File: src/hw/rtl/cordic_unified_q2_14_unit_assert.svh
// ----------------------------------------------------------------------------
// CORDIC unit assertion macros
// Concurrent assertion wrappers; they expand to nothing in synthesis builds.
// ----------------------------------------------------------------------------
`ifndef CORDIC_UNIFIED_Q2_14_UNIT_ASSERT_SVH
`define CORDIC_UNIFIED_Q2_14_UNIT_ASSERT_SVH

`ifndef SYNTHESIS

// property checked while out of reset
`define CUQ_ASSERT(lbl, clk, rstn, prop, msg) \
  lbl: assert property (@(posedge clk) disable iff (!rstn) prop) else $error(msg);

// property checked on every edge, reset included
`define CUQ_ASSERT_ALWAYS(lbl, clk, prop, msg) \
  lbl: assert property (@(posedge clk) prop) else $error(msg);

`else

`define CUQ_ASSERT(lbl, clk, rstn, prop, msg)
`define CUQ_ASSERT_ALWAYS(lbl, clk, prop, msg)

`endif

`endif

File: src/hw/rtl/cuq_pkg.sv
// ----------------------------------------------------------------------------
// CORDIC unit package
// Mode codes, register indexes, angle tables and the hyperbolic schedule.
// ----------------------------------------------------------------------------
`timescale 1ns / 1ps
`default_nettype none

package cuq_pkg;

  localparam int DATA_W  = 16;
  localparam int TAB_LEN = 14;
  localparam int HYP_LEN = 15;

  // configuration register indexes
  localparam logic REG_ROT_VEC = 1'b0;
  localparam logic REG_COORD   = 1'b1;

  // coordinate system codes (code 3 runs as circular)
  localparam logic [1:0] CS_CIRC = 2'd0;
  localparam logic [1:0] CS_LIN  = 2'd1;
  localparam logic [1:0] CS_HYP  = 2'd2;

  typedef logic signed [DATA_W-1:0] word_t;

  // per-item mode bits that travel down the pipe
  typedef struct packed {
    logic vec;   // steer by sign of y
    logic hyp;
    logic lin;
  } mode_t;

  // atan(2^-i), Q2.14 truncated
  localparam word_t CIRC_TAB [TAB_LEN] = '{
    16'sd12867, 16'sd7596, 16'sd4013, 16'sd2037, 16'sd1022, 16'sd511, 16'sd255,
    16'sd127, 16'sd63, 16'sd31, 16'sd15, 16'sd7, 16'sd3, 16'sd1
  };

  // 2^-i, Q2.14; the smallest entry is kept as given
  localparam word_t LIN_TAB [TAB_LEN] = '{
    16'sd16384, 16'sd8192, 16'sd4096, 16'sd2048, 16'sd1024, 16'sd512, 16'sd256,
    16'sd128, 16'sd64, 16'sd32, 16'sd16, 16'sd8, 16'sd4, 16'sd2
  };

  // atanh(2^-i), Q2.14 truncated; entry 0 never used
  localparam word_t HYP_TAB [TAB_LEN] = '{
    16'sd0, 16'sd8999, 16'sd4184, 16'sd2058, 16'sd1025, 16'sd512, 16'sd256,
    16'sd128, 16'sd64, 16'sd32, 16'sd16, 16'sd8, 16'sd4, 16'sd2
  };

  // hyperbolic shift schedule, shifts 4 and 13 repeated
  localparam int HYP_SCHED [HYP_LEN] = '{
    1, 2, 3, 4, 4, 5, 6, 7, 8, 9, 10, 11, 12, 13, 13
  };

endpackage

`default_nettype wire

File: src/hw/rtl/cordic_unified_q2_14_unit.sv
// ----------------------------------------------------------------------------
// Unified Q2.14 CORDIC unit
// Circular, linear and hyperbolic CORDIC in rotation or vectoring mode,
// one micro-rotation per pipeline stage.
// ----------------------------------------------------------------------------
// A triple is taken on any edge with start high (busy is always low), one per
// clock with no gaps. The result passes through the unrolled chain of
// ITERATIONS+1 micro-rotation stages, one registered shift-add per stage, and
// leaves the last stage for one cycle with out_valid high. Circular and linear
// runs use the first ITERATIONS stages and pass through the last; hyperbolic
// runs use all of them. The receiver cannot stall, so results must be taken as
// they come. Mode is latched per item at the input; change configuration only
// once the pipe has drained.
`timescale 1ns / 1ps
`default_nettype none

`include "cordic_unified_q2_14_unit_assert.svh"

module cordic_unified_q2_14_unit #(
  parameter int ITERATIONS = 14
) (
  input  wire logic               clk,
  input  wire logic               rst_n,
  // input channel
  input  wire logic               start,
  output      logic               busy,
  input  wire logic signed [15:0] in_x_start,
  input  wire logic signed [15:0] in_y_start,
  input  wire logic signed [15:0] in_z_start,
  // result channel
  output      logic               out_valid,
  output      logic signed [15:0] out_x_final,
  output      logic signed [15:0] out_y_final,
  output      logic signed [15:0] out_z_final,
  // configuration port
  input  wire logic               cfg_we,
  input  wire logic               cfg_index,
  input  wire logic [1:0]         cfg_wdata
);

  localparam int STAGES = ITERATIONS + 1;
  localparam int LAST   = STAGES - 1;

  // configuration registers
  logic       rot_vec_r;
  logic [1:0] coord_r;

  always_ff @(posedge clk) begin
    if (!rst_n) begin
      rot_vec_r <= 1'b0;
      coord_r   <= cuq_pkg::CS_CIRC;
    end else if (cfg_we) begin
      if (cfg_index == cuq_pkg::REG_ROT_VEC) begin
        rot_vec_r <= cfg_wdata[0];
      end
      if (cfg_index == cuq_pkg::REG_COORD) begin
        coord_r <= cfg_wdata;
      end
    end
  end

  // no back-pressure on the input
  assign busy = 1'b0;

  // mode of an entering item
  cuq_pkg::mode_t in_mode;
  always_comb begin
    in_mode.vec = rot_vec_r;
    in_mode.hyp = (coord_r == cuq_pkg::CS_HYP);
    in_mode.lin = (coord_r == cuq_pkg::CS_LIN);
  end

  // stage registers and their next values
  logic           vld_r   [STAGES];
  logic           vld_nxt [STAGES];
  cuq_pkg::word_t x_r     [STAGES];
  cuq_pkg::word_t y_r     [STAGES];
  cuq_pkg::word_t z_r     [STAGES];
  cuq_pkg::word_t x_nxt   [STAGES];
  cuq_pkg::word_t y_nxt   [STAGES];
  cuq_pkg::word_t z_nxt   [STAGES];
  cuq_pkg::mode_t mode_r  [STAGES];
  cuq_pkg::mode_t mode_nxt[STAGES];

  for (genvar j = 0; j < STAGES; j++) begin : g_stage
    // shift and angle for this stage in each mode
    localparam int  SH_CL  = (j < cuq_pkg::TAB_LEN) ? j : cuq_pkg::TAB_LEN - 1;
    localparam int  SH_HY  = cuq_pkg::HYP_SCHED[j];
    localparam logic ACT_CL = (j < ITERATIONS);
    localparam cuq_pkg::word_t ANG_C = cuq_pkg::CIRC_TAB[SH_CL];
    localparam cuq_pkg::word_t ANG_L = cuq_pkg::LIN_TAB[SH_CL];
    localparam cuq_pkg::word_t ANG_H = cuq_pkg::HYP_TAB[SH_HY];

    logic           vi;
    cuq_pkg::mode_t mi;
    cuq_pkg::word_t xi, yi, zi;
    cuq_pkg::word_t dx, ys, dy, ang, xo, yo, zo;
    logic [3:0]     sh;
    logic           act, minus;

    // stage operands
    if (j == 0) begin : g_head
      assign vi = start & ~busy;
      assign mi = in_mode;
      assign xi = in_x_start;
      assign yi = in_y_start;
      assign zi = in_z_start;
    end else begin : g_body
      assign vi = vld_r[j-1];
      assign mi = mode_r[j-1];
      assign xi = x_r[j-1];
      assign yi = y_r[j-1];
      assign zi = z_r[j-1];
    end

    // one micro-rotation, or pass-through when this stage is unused
    always_comb begin
      act   = mi.hyp | ACT_CL;
      sh    = mi.hyp ? 4'(SH_HY) : 4'(SH_CL);
      ang   = mi.hyp ? ANG_H : (mi.lin ? ANG_L : ANG_C);
      minus = mi.vec ? yi[15] : ~zi[15];
      dx    = xi >>> sh;
      ys    = yi >>> sh;
      if (mi.hyp) begin
        dy = -ys;
      end else if (mi.lin) begin
        dy = '0;
      end else begin
        dy = ys;
      end
      if (!act) begin
        xo = xi;
        yo = yi;
        zo = zi;
      end else if (minus) begin
        xo = xi - dy;
        yo = yi + dx;
        zo = zi - ang;
      end else begin
        xo = xi + dy;
        yo = yi - dx;
        zo = zi + ang;
      end
    end

    assign vld_nxt[j]  = vi;
    assign mode_nxt[j] = mi;
    assign x_nxt[j]    = xo;
    assign y_nxt[j]    = yo;
    assign z_nxt[j]    = zo;
  end

  // valid bits are control; payload needs no reset
  always_ff @(posedge clk) begin
    for (int k = 0; k < STAGES; k++) begin
      if (!rst_n) begin
        vld_r[k] <= 1'b0;
      end else begin
        vld_r[k] <= vld_nxt[k];
      end
      mode_r[k] <= mode_nxt[k];
      x_r[k]    <= x_nxt[k];
      y_r[k]    <= y_nxt[k];
      z_r[k]    <= z_nxt[k];
    end
  end

  // result strobe straight from the last stage
  assign out_valid   = vld_r[LAST];
  assign out_x_final = x_r[LAST];
  assign out_y_final = y_r[LAST];
  assign out_z_final = z_r[LAST];

  // checks
  `CUQ_ASSERT(a_latency, clk, rst_n,
              (start && !busy) |-> ##STAGES out_valid,
              "transfer lost in pipe")
  `CUQ_ASSERT(a_no_phantom, clk, rst_n,
              out_valid |-> $past(start && !busy, STAGES),
              "result without transfer")
  `CUQ_ASSERT(a_linear_x, clk, rst_n,
              (out_valid && mode_r[LAST].lin) |->
                (out_x_final == $past(in_x_start, STAGES)),
              "linear mode changed x")
  `CUQ_ASSERT_ALWAYS(a_reset_flush, clk, !rst_n |=> !out_valid, "valid survived reset")

endmodule

`default_nettype wire
File: config.mk
export PLATFORM = sky130hd
export DESIGN_NAME = cordic_unified_q2_14_unit
export DESIGN_NICKNAME = d
export VERILOG_FILES = /design/src/hw/rtl/cuq_pkg.sv /design/src/hw/rtl/cordic_unified_q2_14_unit.sv
export VERILOG_INCLUDE_DIRS = /design/src /design/src/hw/rtl
export SDC_FILE = /design/constraint.sdc
export NUM_CORES = 2
export LEC_CHECK = 0
export BUFFER_PORTS_ARGS = -buffer_cell sky130_fd_sc_hd__buf_2
export CAP_MARGIN = 20
export CORE_UTILIZATION = 40
export CTS_CLUSTER_SIZE = 10
export DETAILED_ROUTE_END_ITERATION = 10
export SETUP_SLACK_MARGIN = 0.02
export SLEW_MARGIN = 5
export SYNTH_ARGS = -nofsm -noshare
export SYNTH_HDL_FRONTEND = slang
export SYNTH_SLANG_ARGS = --single-unit
File: constraint.sdc
create_clock -name clk -period 7.1 [get_ports clk]
set_input_delay 0 -clock clk [delete_from_list [all_inputs] [get_ports clk]]
set_output_delay 0 -clock clk [all_outputs]
set_load 0.01 [all_outputs]
# == Word level (Yosys, flattened, before mapping) ==
# Memories as Yosys holds them, arrays and structs flattened.
# Index checks and enable logic that the tools add are counted.
# op_classes
n_eq_ne,2
muxes,144
shifts,8
div_mod_pow,0
n_mul,0
n_reduce_logical,2
order_cmp,0
n_bitwise,31
n_addsub,105
# op_table
operator,count
$mux 16,78
$add 16x16->16,20
$sub 16x16->16,20
$add 16x3->16,4
$neg 16->16,4
$sshr 16x2->16,4
$sub 16x3->16,4
$mux 1,34
$add 16x10->16,2
$add 16x11->16,2
$add 16x12->16,2
$add 16x4->16,2
$add 16x5->16,2
$add 16x6->16,2
$add 16x7->16,2
$add 16x8->16,2
$add 16x9->16,2
$neg 3->16,2
$sshr 16x1->16,2
$sshr 16x3->16,2
$sub 16x10->16,2
$sub 16x11->16,2
$sub 16x12->16,2
$sub 16x4->16,2
39 further kinds,92
# totals
reg_bits,3
out_inout_bits,50
romBits,0
word_cells,299
mem_bits_rw,780
latch_bits,0
memories,5
# memory_table
name,depth,word_bits,rd,rd_clocked_by_memory_dff,write_ports,line,rtl
x_r,15,16,15,0,15,cordic_unified_q2_14_unit.sv:76,cuq_pkg::word_t x_r [STAGES];
y_r,15,16,15,0,15,cordic_unified_q2_14_unit.sv:77,cuq_pkg::word_t y_r [STAGES];
z_r,15,16,15,0,15,cordic_unified_q2_14_unit.sv:78,cuq_pkg::word_t z_r [STAGES];
mode_r,15,3,14,0,15,cordic_unified_q2_14_unit.sv:82,cuq_pkg::mode_t mode_r [STAGES];
vld_r,15,1,15,0,15,cordic_unified_q2_14_unit.sv:74,logic vld_r [STAGES];

# == Depth between registers and ports, before layout ==
# depth
ltp_word,7
depth_mapped,27
depth_no_buf,22

# == Least setup slack after synthesis ==
# No wires, ideal clock.
# synth_timing
kind,register to register
startpoint,memory mode_r[0][4] (netlist bit)
endpoint,memory x_r[0][47] (netlist bit)
path_slack_ns,1.358
required_ns,7.028
path_buffers,6
stages_incl_launch_ff,24
period_less_slack_ns,5.742
setup_time_ns,0.072
arrival_time_ns,5.670
cell_sequence,dfxtp_1 > clkbuf_1 > clkbuf_1 > buf_1 > clkbuf_1 > buf_1 > clkbuf_1 > mux2i_1 > ha_1 > nor3b_1 > xor2_1 > o211ai_1 > a221oi_1 > nand3_1 > o21ai_0 > xnor2_1 > ha_1 > or2_2 > a21oi_1 > a311oi_1 > o21a_1 > o21a_1 > o41ai_1 > xnor2_1
# synth_rtl
item,line
start: declaration,cordic_unified_q2_14_unit.sv:82
end: declaration,cordic_unified_q2_14_unit.sv:76

==> flow_summary.json <==
{
  "outcome": "finished with violations",
  "violations": "DRC",
  "r2r_setup_slack_ns": 1.11,
  "drtIter0Drc": 2752,
  "drive_gt1_share_pct": 5.688,
  "finalSetupViolations": 0,
  "synth_area_um2": 58120,
  "synth_ff_type": "dfxtp_1",
  "cpMostUsedCell": "ha_1",
  "path_max_fanout": 28,
  "detailed_place_hpwl_um": 113100,
  "drt-vias-per-instance": 5.386,
  "end_kind": "register",
  "wl_per_cell_um": 15.67,
  "cp.arrival_ns": 6.56,
  "start_util_pct": 40.41,
  "synthesis.nets": 7789,
  "overflow": 0,
  "cp_cell_sequence": "inv_1 -> ha_1 -> buf_4 -> mux2i_1 -> ha_1 -> o2111ai_1 -> or2_1 -> nand2b_1 -> a311oi_1 -> nor2_1 -> nand2_1 -> nand2_1 -> xnor2_1 -> ha_1 -> and3_1 -> nand3_1 -> a21oi_1 -> o41ai_1 -> nand2b_1 -> a21oi_1 -> o21ai_0 -> xnor3_1 -> dlygate4sd3_1",
  "syn_inst": 6934,
  "final_max_slew_viol_count": 0,
  "die_x_um": 383.2,
  "synth_top_cell_by_area": "dfxtp_1",
  "critPathKind": "reg -> reg",
  "period_needed_ns": 5.990,
  "synth-edff-count": 0,
  "detail-route-antenna-nets": 0,
  "worst_pin_slew_ns": 1.023,
  "num_vias": 48879,
  "post_cts_buffers": 0,
  "grt_first_pass_wirelength_um": 231600,
  "holdCritStartpoint": "cfg_we",
  "htreeDepth": 3,
  "post-route-util_pct": 44.93,
  "synth_warnings": 0,
  "slew_headroom_pct": 30.05,
  "grt_max_degree": 55,
  "r2r_end": "x_r[0][15]$_DFF_P_",
  "antenna_found_initial": 0,
  "min_to": "coord_r[1]$_SDFFE_PN0P_",
  "hold_depth": 5,
  "ys_async_sr_fraction_pct": 0,
  "portBuffers": 103,
  "ys_ff_latch": 780,
  "rows": 139,
  "synth_common_cells": "780 x dfxtp_1, 756 x ha_1, 648 x nor2_1",
  "clock_latency_ns": 0.72,
  "yosysMostFrequentCell": "dfxtp_1",
  "hold_path.class": "in -> reg",
  "slowest_delay_ns": 0.55,
  "finalCritPeriodShare_pct": 84.37,
  "clock-sinks": 780,
  "yosysSeqAreaShare_pct": 26.86,
  "grt_usage_pct": 18.95,
  "cp.required_ns": 7.67,
  "clk_pin_slew_ns": 0.06,
  "maxCapViolCount": 0,
  "rsz0062_at_grt": "false",
  "drt_wl_total_um": 142300,
  "place.gp.congestion": 0.8737,
  "firstDrtPassIters": 8,
  "clk_path_buf_depth": 3,
  "hold_viol": 0,
  "fmax_mhz": 166.9,
  "synth.distinct_cells": 92,
  "finClkSkew_ns": 0.04990,
  "r2r-start": "coord_r[0]$_SDFFE_PN0P_",
  "start_kind": "register",
  "cts_buffers": 96,
  "syn2layout_area_growth_pct": 11.18,
  "diodes": 0,
  "ys_top_cells_by_area": "dfxtp_1 27%, ha_1 16%, xnor2_1 9.0%, a21oi_1 4.9%, nor2_1 4.2%",
  "root_buffer": "clkbuf_16",
  "top_level_ports": 105,
  "r2r_cells": 23,
  "syn-mean-instance-area_um2": 8.383,
  "coreArea_um2": 143800,
  "tns_ns": 0,
  "synth.top_cell.area_share_pct": 26.86,
  "die_h_um": 383.2,
  "final_nets": 7979,
  "die_area_um2": 146800,
  "cp_slowest_cell": "dlygate4sd3_1",
  "drc": 14,
  "grt_pass1_vias": 46927,
  "tritoncts": "built"
}
## stage by stage
| stage | setup slack [ns] | area (µm²) | hold WS (ns) | instances |
|---|---|---|---|---|
| after floorplan | 1.358 | 58120 | 0.1217 | 6934 |
| after global placement | 1.656 | 60700 | 0.2115 | 8837 |
| after detailed placement | 1.710 | 60700 | 0.2055 | 8837 |
| after CTS | 1.118 | 64600 | 0.1266 | 9073 |
| after global routing | 0.6132 | 64620 | 0.1874 | 9076 |
| final | 1.110 | 64620 | 0.1882 | 9076 |
## cell families after synthesis
group | after synthesis | share of synthesized area [%]
compound gates | 1783 | 19.89
xor+xnor | 854 | 12.92
fa+ha+maj | 800 | 17.79
buf+inv | 531 | 3.459
flops | 780 | 26.86
mux | 98 | 1.815
other cells | 1 | 0.006452
simple gates | 2087 | 17.26
## critical path: cells and delay by family, from the launching register on
family,cells,cell delay (ns)
adder cells (fa/ha/maj),3,0.92
AND/OR/NAND/NOR,8,1.35
flip-flops,1,0.32
AO/OA/AOI/OAI,6,1.42
buffers and inverters,3,1.02
multiplexers,1,0.28
XOR/XNOR,2,0.50
## per-layer routing
| layer | wire length (µm) | track usage (%) | vias to the layer above |
|---|---|---|---|
| li1 | - | - | 25185 |
| met1 | 63220 | 22.90 | 22680 |
| met2 | 70720 | 34.82 | 815 |
| met3 | 5030 | 2.374 | 199 |
| met4 | 3287 | 5.178 | 0 |
| met5 | 0 | 0 | - |
## registers in the layout (all words and copies together) (netlist names)
| name | flops |
|---|---|
| vld_r | 15 |
| y_r | 240 |
| z_r | 240 |
| coord_r | 2 |
| rot_vec_r | 1 |
| mode_r | 42 |
| x_r | 240 |
## worst max path at each step
stage / startpoint / to / slack [ns]
final: coord_r[0]$_SDFFE_PN0P_ / x_r[0][15]$_DFF_P_ / 1.11
after floorplan: mode_r[0][4]$_DFF_P_ / x_r[0][47]$_DFF_P_ / 1.36
after CTS: coord_r[0]$_SDFFE_PN0P_ / x_r[0][15]$_DFF_P_ / 1.12
after global placement: coord_r[0]$_SDFFE_PN0P_ / x_r[0][15]$_DFF_P_ / 1.66
after global routing: coord_r[0]$_SDFFE_PN0P_ / x_r[0][15]$_DFF_P_ / 0.61
after detailed placement: coord_r[0]$_SDFFE_PN0P_ / x_r[0][15]$_DFF_P_ / 1.71
## final cells by class
cell class                      instances  area (µm²)
Fill cell                           13945       79200
Multi-Input combinational cell       5623       40500
Sequential cell                       780       15620
Clock buffer                          128        2653
Tap cell                             1903        2381
Timing Repair Buffer                  214        1569
Inverter                              409        1535
Clock inverter                         19       364.1
## layout by cell type, fill, tap and decap left out, types with 97 or more instances in the layout
master,instances
a21oi_1,566
o21a_1,97
buf_2,104
nor2b_1,112
xor2_1,252
xnor2_1,600
dfxtp_1,776
inv_1,403
nor2_1,648
ha_1,756
a21o_1,121
nand2_1,451
nor3_1,216
o21ai_0,339
or3_1,102
nand3_1,159
## repair_timing
action | 4_1_cts | 5_1_grt
gates resized for setup | 0 | 0
hold endpoints to repair | 66 | 0
hold buffers | 89 | 0
Power is not shown: default switching activity piles up to over one toggle a cycle in this logic, so the estimate is an artifact.
